### src/hw/rtl/half_precision_converter_macros.svh
// Assertion helpers for the converter.
`ifndef HALF_PRECISION_CONVERTER_MACROS_SVH
`define HALF_PRECISION_CONVERTER_MACROS_SVH
// Implication checked on every rising clock edge outside reset.
`define HPC_ASSERT_IMPL(label, pre, post) \
  label: assert property (@(posedge clk) disable iff (rst) (pre) |-> (post)) \
    else $error("assertion failed");
// Next-cycle implication checked outside reset.
`define HPC_ASSERT_NEXT(label, pre, post) \
  label: assert property (@(posedge clk) disable iff (rst) (pre) |=> (post)) \
    else $error("assertion failed");
`endif

### src/hw/rtl/hpc_pkg.sv
package hpc_pkg;
  typedef enum logic [1:0] {
    KIND_F32_F16 = 2'd0,
    KIND_F64_F16 = 2'd1,
    KIND_F16_F32 = 2'd2,
    KIND_F16_F64 = 2'd3
  } kind_t;

  localparam logic [15:0] HALF_INF = 16'h7C00;
endpackage

### src/hw/rtl/half_precision_converter.sv
// Path: input register, then result register; conversion logic sits between them.
// Throughput: one transaction per cycle while out_stall does not hold the pipeline.
// A waiting result does not block input while the result register can be refilled.
// Reset (rst, synchronous, active high) clears both valid flags; payload is not reset.
module half_precision_converter (
  input  logic        clk,
  input  logic        rst,
  input  logic        in_valid,
  output logic        in_stall,
  input  logic [1:0]  kind,
  input  logic [63:0] data_in,
  output logic        out_valid,
  input  logic        out_stall,
  output logic [63:0] data_out
);
`include "half_precision_converter_macros.svh"

  logic        s1_valid;
  logic [1:0]  s1_kind;
  logic [63:0] s1_data;
  logic        s1_adv;
  logic        out_free;
  logic [31:0] nar_hi;
  logic [15:0] nar_half;
  logic [31:0] wid_word;
  logic [63:0] result;

  // Advance stage 1 into the output register when it is empty or being drained.
  assign out_free = !out_valid || !out_stall;
  assign s1_adv   = s1_valid && out_free;
  assign in_stall = s1_valid && !out_free;

  always_ff @(posedge clk) begin
    if (rst) begin
      s1_valid <= 1'b0;
    end else if (!in_stall) begin
      s1_valid <= in_valid;
    end
  end

  always_ff @(posedge clk) begin
    if (in_valid && !in_stall) begin
      s1_kind <= kind;
      s1_data <= data_in;
    end
  end

  // Kind 1 reads only the upper word of the double.
  assign nar_hi = (s1_kind == hpc_pkg::KIND_F64_F16) ? s1_data[63:32] : s1_data[31:0];

  hpc_narrow u_narrow (
    .hi   (nar_hi),
    .wide (s1_kind == hpc_pkg::KIND_F64_F16),
    .half (nar_half)
  );

  hpc_widen u_widen (
    .h    (s1_data[15:0]),
    .wide (s1_kind == hpc_pkg::KIND_F16_F64),
    .word (wid_word)
  );

  always_comb begin
    case (s1_kind)
      hpc_pkg::KIND_F32_F16,
      hpc_pkg::KIND_F64_F16: result = {48'd0, nar_half};
      hpc_pkg::KIND_F16_F32: result = {32'd0, wid_word};
      hpc_pkg::KIND_F16_F64: result = {wid_word, 32'd0};
      default:               result = 64'd0;
    endcase
  end

  always_ff @(posedge clk) begin
    if (rst) begin
      out_valid <= 1'b0;
    end else if (out_free) begin
      out_valid <= s1_valid;
    end
  end

  always_ff @(posedge clk) begin
    if (s1_adv) begin
      data_out <= result;
    end
  end

  `HPC_ASSERT_IMPL(a_stall_only_full, in_stall, s1_valid && out_valid)
  `HPC_ASSERT_NEXT(a_adv_fills_out, s1_adv, out_valid)
  `HPC_ASSERT_NEXT(a_hold_result, out_valid && out_stall, out_valid && $stable(data_out))
endmodule

### src/hw/rtl/hpc_narrow.sv
module hpc_narrow (
  input  logic [31:0] hi,
  input  logic        wide,
  output logic [15:0] half
);
  logic        sign;
  logic [10:0] e;
  logic [22:0] m;
  logic [10:0] emax;
  logic [12:0] he;
  logic [9:0]  top;
  logic        rbit;
  logic [23:0] mant;
  logic [4:0]  sh;
  logic [10:0] shifted;
  logic [11:0] r;
  logic [15:0] nrm;

  always_comb begin
    sign = hi[31];
    if (wide) begin
      e    = hi[30:20];
      m    = {hi[19:0], 3'b000};
      emax = 11'h7FF;
      he   = {2'b00, hi[30:20]} - 13'd1008;
    end else begin
      e    = {3'b000, hi[30:23]};
      m    = hi[22:0];
      emax = 11'h0FF;
      he   = {5'b00000, hi[30:23]} - 13'd112;
    end
    top  = m[22:13];
    rbit = m[12];
    mant = {1'b1, m};
    // shift by 13 - he for he in -10..0, computed from the low bits
    sh      = 5'(13'd13 - he);
    shifted = 11'(mant >> sh);
    r       = 12'(shifted >> 1) + {11'd0, shifted[0]};
    nrm     = {sign, he[4:0], top} + {15'd0, rbit};
    if (e == 11'd0) begin
      half = {sign, 15'd0};
    end else if (e == emax) begin
      if (m == 23'd0) half = {sign, 15'h7C00};
      else            half = {sign, 5'h1F, top | 10'd1};
    end else if (!he[12] && he >= 13'd31) begin
      half = {sign, hpc_pkg::HALF_INF[14:0]};
    end else if (he[12] || he == 13'd0) begin
      if ($signed(he) < -13'sd10) half = {sign, 15'd0};
      else                         half = {sign, 15'd0} | {4'd0, r};
    end else begin
      half = nrm;
    end
  end
endmodule

### src/hw/rtl/hpc_widen.sv
module hpc_widen (
  input  logic [15:0] h,
  input  logic        wide,
  output logic [31:0] word
);
  logic [4:0]  e;
  logic [9:0]  m;
  logic [3:0]  lz;
  logic [9:0]  mn;
  logic [10:0] ew;
  logic [22:0] mw;

  always_comb begin
    e  = h[14:10];
    m  = h[9:0];
    lz = 4'd0;
    for (int i = 0; i < 10; i++) begin
      if (m[i]) lz = 4'(10 - i);
    end
    mn = 10'(m << lz);
    ew = 11'd0;
    mw = 23'd0;
    if (h[14:0] == 15'd0) begin
      ew = 11'd0;
    end else if (e == 5'd0) begin
      ew = (wide ? 11'd1008 : 11'd112) - 11'(lz - 4'd1);
      mw = {mn, 13'd0};
    end else if (e == 5'd31) begin
      ew = wide ? 11'h7FF : 11'h0FF;
      mw = {m, 13'd0};
    end else begin
      ew = {6'd0, e} + (wide ? 11'd1008 : 11'd112);
      mw = {m, 13'd0};
    end
    if (wide) word = {h[15], ew, mw[22:3]};
    else      word = {h[15], ew[7:0], mw};
  end
endmodule
### config.mk
export PLATFORM = sky130hd
export DESIGN_NAME = half_precision_converter
export DESIGN_NICKNAME = d
export VERILOG_FILES = /design/src/hw/rtl/hpc_pkg.sv /design/src/hw/rtl/half_precision_converter.sv /design/src/hw/rtl/hpc_narrow.sv /design/src/hw/rtl/hpc_widen.sv
export VERILOG_INCLUDE_DIRS = /design/src /design/src/hw/rtl
export SDC_FILE = /design/constraint.sdc
export NUM_CORES = 1
export LEC_CHECK = 0
export BUFFER_PORTS_ARGS = -buffer_cell sky130_fd_sc_hd__buf_2
export CORE_ASPECT_RATIO = 1.5
export CORE_MARGIN = 3
export CORE_UTILIZATION = 25
export CTS_CLUSTER_SIZE = 14
export DETAILED_ROUTE_END_ITERATION = 8
export SYNTH_ARGS = -nofsm -noshare
export SYNTH_HDL_FRONTEND = slang
export SYNTH_SLANG_ARGS = --single-unit
### constraint.sdc
create_clock -name clk -period 5.8 [get_ports clk]
set_input_delay 1.74 -clock clk [delete_from_list [all_inputs] [get_ports clk]]
set_output_delay 1.74 -clock clk [all_outputs]
set_load 0.05 [all_outputs]
==> flow_summary_export.csv <==
group,metric,value,unit
outcome,status,"completed",
logic_synthesis,synth.distinct_cells,87,
placement,dp_hpwl,21000,µm
setup_path,reg2reg_to,"data_out[8]$_DFFE_PP_",
logic_synthesis,synthCells,793,
setup_path,cp_max_fo,18,
setup_path,timing.rr.start,"s1_kind[1]$_DFFE_PP_",
global_routing,gr-total-overflow,0,
timing,hold_violations,0,
setup_path,arrival,4770,ps
timing,finalSetupViolCount,0,
setup_path,worst_setup_path_end_kind,"register",
cts,cts_made_buffers,17,
setup_path,slowest_stage,"edfxtp_1",
setup_path,worstRegToRegCells,16,
cts,ctsResizeCount,0,
run,max_cap_viol_count,0,
setup_path,critPathLaunchType,"register",
timing,slew_violations,0,
cts,cts-root-buf,"clkbuf_16",
floorplanning,die-height,227.5,µm
setup_path,crit_path_cell_trace,"nand2b_1 -> a21oi_2 -> inv_1 -> ha_1 -> inv_1 -> nor3_1 -> nor2_1 -> a21oi_1 -> o21ai_0 -> ha_1 -> ha_1 -> inv_1 -> a211o_1 -> and4bb_1 -> nand3b_1 -> nand3_1",
global_routing,grt_max_degree,55,
setup_path,crit_path_max_incr_delay,630,ps
logic_synthesis,netlist.area_leader.share,44.08,%
detailed_routing,ant_nets,0,
detailed_routing,avgRoutedWirePerCell,20.29,µm
logic_synthesis,synthArstFlopShare,0,%
detailed_routing,vias_per_cell,5.193,
worst_hold_path,hold_depth,2,
floorplanning,die_w,153.7,µm
setup_path,required,5990,ps
cts,clock_path_buffers,2,
timing,setup_tns,0,ps
global_routing,grt_pass1_wl,40550,µm
logic_synthesis,synth.area.top_cells,"edfxtp_1 44%, mux2i_1 8.3%, nor2_1 2.8%, nand2_1 2.8%, ha_1 2.8%",
global_routing,antenna_found_initial,0,
setup_path,crit_type,"register to register",
logic_synthesis,synth_edf_count,120,
floorplanning,initial_core_util,25.52,%
timing,fin_skew,13.25,ps
logic_synthesis,syn_area,8175,µm²
floorplanning,core-area,32030,µm²
cts,cts_hold_buf,0,
timing,timing.final.crit_share,79.02,%
timing,rsz0062_at_grt,"no",
detailed_routing,drt_iter0_markers,524,
logic_synthesis,ys_warn_count,0,
worst_hold_path,hold_path_class,"register to register",
global_routing,track_usage,15.11,%
placement,portBuffers,125,
floorplanning,fp-row-count,80,
detailed_routing,wirelength,26860,µm
final_layout,syn2layout_area_growth,19.50,%
cts,htree_num_levels,4,
power,power_density,279.2,nW/µm²
worst_hold_path,hold_path.startpoint,"s1_valid$_SDFFE_PP0N_",
timing,setup_slack,1217,ps
logic_synthesis,yosysSeqAreaShare,44.57,%
timing,tightest_slew,843.8,ps
logic_synthesis,avgSynthCellArea,10.31,µm²
worst_hold_path,whs_endpoint,"out_valid$_SDFFE_PP0N_",
cts,clock_latency,450,ps
power,p_leak,3.784,nW
detailed_routing,dr.pass1.iters,5,
logic_synthesis,ys.flop_type,"edfxtp_1",
cts,cts_sinks,122,
timing,slew_headroom,43.75,%
detailed_routing,drc,0,
cts,cts_tree,"yes",
logic_synthesis,synthMostInstantiatedCell,"edfxtp_1",
setup_path,rrSetupSlack,1220,ps
global_routing,grt_pass1_vias,6809,
floorplanning,dieArea,34950,µm²
timing,post-route-min-period,4583,ps
power,ir_drop,0.1537,mV
placement,detailedPlace.worstSlack,1312,ps
placement,finalWeightedCongestion,0.9455,
final_layout,nets,988,
timing,fmax,218.2,MHz
cts,cts_setup_buffers,0,
cts,cts.clk_slew.worst_paths,60,ps
floorplanning,io-pin-count,136,
logic_synthesis,ys_ff_latch,122,
detailed_routing,vias,6875,
logic_synthesis,yosys.area.top_type,"edfxtp_1",
logic_synthesis,ys_top_cells_by_count,"120 x edfxtp_1, 68 x mux2i_1, 62 x nor2_1, 61 x nand2_1, 34 x a21oi_1",
final_layout,drive_above_1_share,23.00,%
-- how the worst max path moves through the flow --
stage                               from                     to  slack (ps)
floorplan                      out_stall   s1_data[0]$_DFFE_PP_         210
global placement    s1_kind[1]$_DFFE_PP_  data_out[8]$_DFFE_PP_        1450
detailed placement  s1_kind[1]$_DFFE_PP_  data_out[8]$_DFFE_PP_        1310
CTS                 s1_kind[1]$_DFFE_PP_  data_out[8]$_DFFE_PP_        1290
global route        s1_kind[1]$_DFFE_PP_  data_out[8]$_DFFE_PP_         880
finish              s1_kind[1]$_DFFE_PP_  data_out[8]$_DFFE_PP_        1220
-- routing by layer --
layer | global-route usage (%) | wire length (µm)
met3 | 2.929 | 1326
met4 | 7.355 | 1078
met2 | 26.44 | 13510
met1 | 17.77 | 10940
met5 | 0 | 0
-- cell type report --
class / instances / area (µm²)
antenna: 1 / 2.502
clock buffer: 20 / 456.7
clock inverter: 12 / 140.1
fill: 3328 / 22260
inverter: 21 / 78.83
multi-input combinational: 598 / 4197
sequential: 122 / 3643
tap: 410 / 513.0
timing repair buffer: 140 / 738.2
-- cell families after synthesis --
group / after synthesis / share of synthesized area [%]
other: 1 / 0.04587
XOR/XNOR: 28 / 3.000
multiplexers: 89 / 11.71
AO/OA/AOI/OAI: 182 / 15.69
flip-flops: 122 / 44.57
adder cells (fa/ha/maj): 18 / 2.755
AND/OR/NAND/NOR: 271 / 17.32
buffers and inverters: 82 / 4.913
-- metrics by stage --
step	util (%)	area, µm²	std cells	total power, mW	hold WS [ps]
after CTS	30.49	9767	1323	2.757	501.9
after detailed placement	28.63	9170	1291	1.676	488.1
after floorplan	-	8209	802	1.501	444.1
final	30.50	9769	1324	2.727	490.5
after global placement	28.63	9170	1291	1.675	467.0
after global routing	30.49	9767	1323	2.844	559.1
-- registers in the layout, summed over array words and instances (netlist names) --
name and count:
s1_data 64, s1_valid 1, out_valid 1, data_out 54, s1_kind 2
-- worst max-delay path: cells and delay by family, from the launching register on --
kind	cells	cell delay, ps
and+or+nand+nor	6	1330
adders and majority gates	3	920
AOI/OAI and AO/OA	4	860
DFF	1	630
buffers and inverters	3	570
-- where the power goes --
group | total [mW] | switching [mW] | internal (mW)
Combinational | 0.581 | 0.389 | 0.191
Sequential | 1.08 | 0.0549 | 1.03
Clock | 1.06 | 0.406 | 0.658
Total | 2.73 | 0.850 | 1.88
-- placed cells by master, fill, tap and decap left out, types with 4 or more instances in the layout --
master and n:
nand3_1 27, ha_1 18, buf_2 125, a21oi_1 34, edfxtp_1 120, nand4_1 10
nor2_1 62, or4_1 5, inv_1 20, o21ai_0 23, a22oi_1 4, o2111ai_1 5
a21o_1 9, nand2_1 61, buf_4 15, mux2i_1 68, and2_1 7, conb_1 10
clkbuf_16 17, a221oi_1 6, nor4_1 9, o221ai_1 4, a211oi_1 10, nor3_1 19
and3_1 7, and4_1 5, o22ai_1 12, xor2_1 11, mux2_2 15, o32ai_1 16
or3_1 9, nand2b_1 12, a31oi_1 12, nand3b_1 4, xnor2_1 17, nor2b_1 9
(Power assumes the default switching activity.)
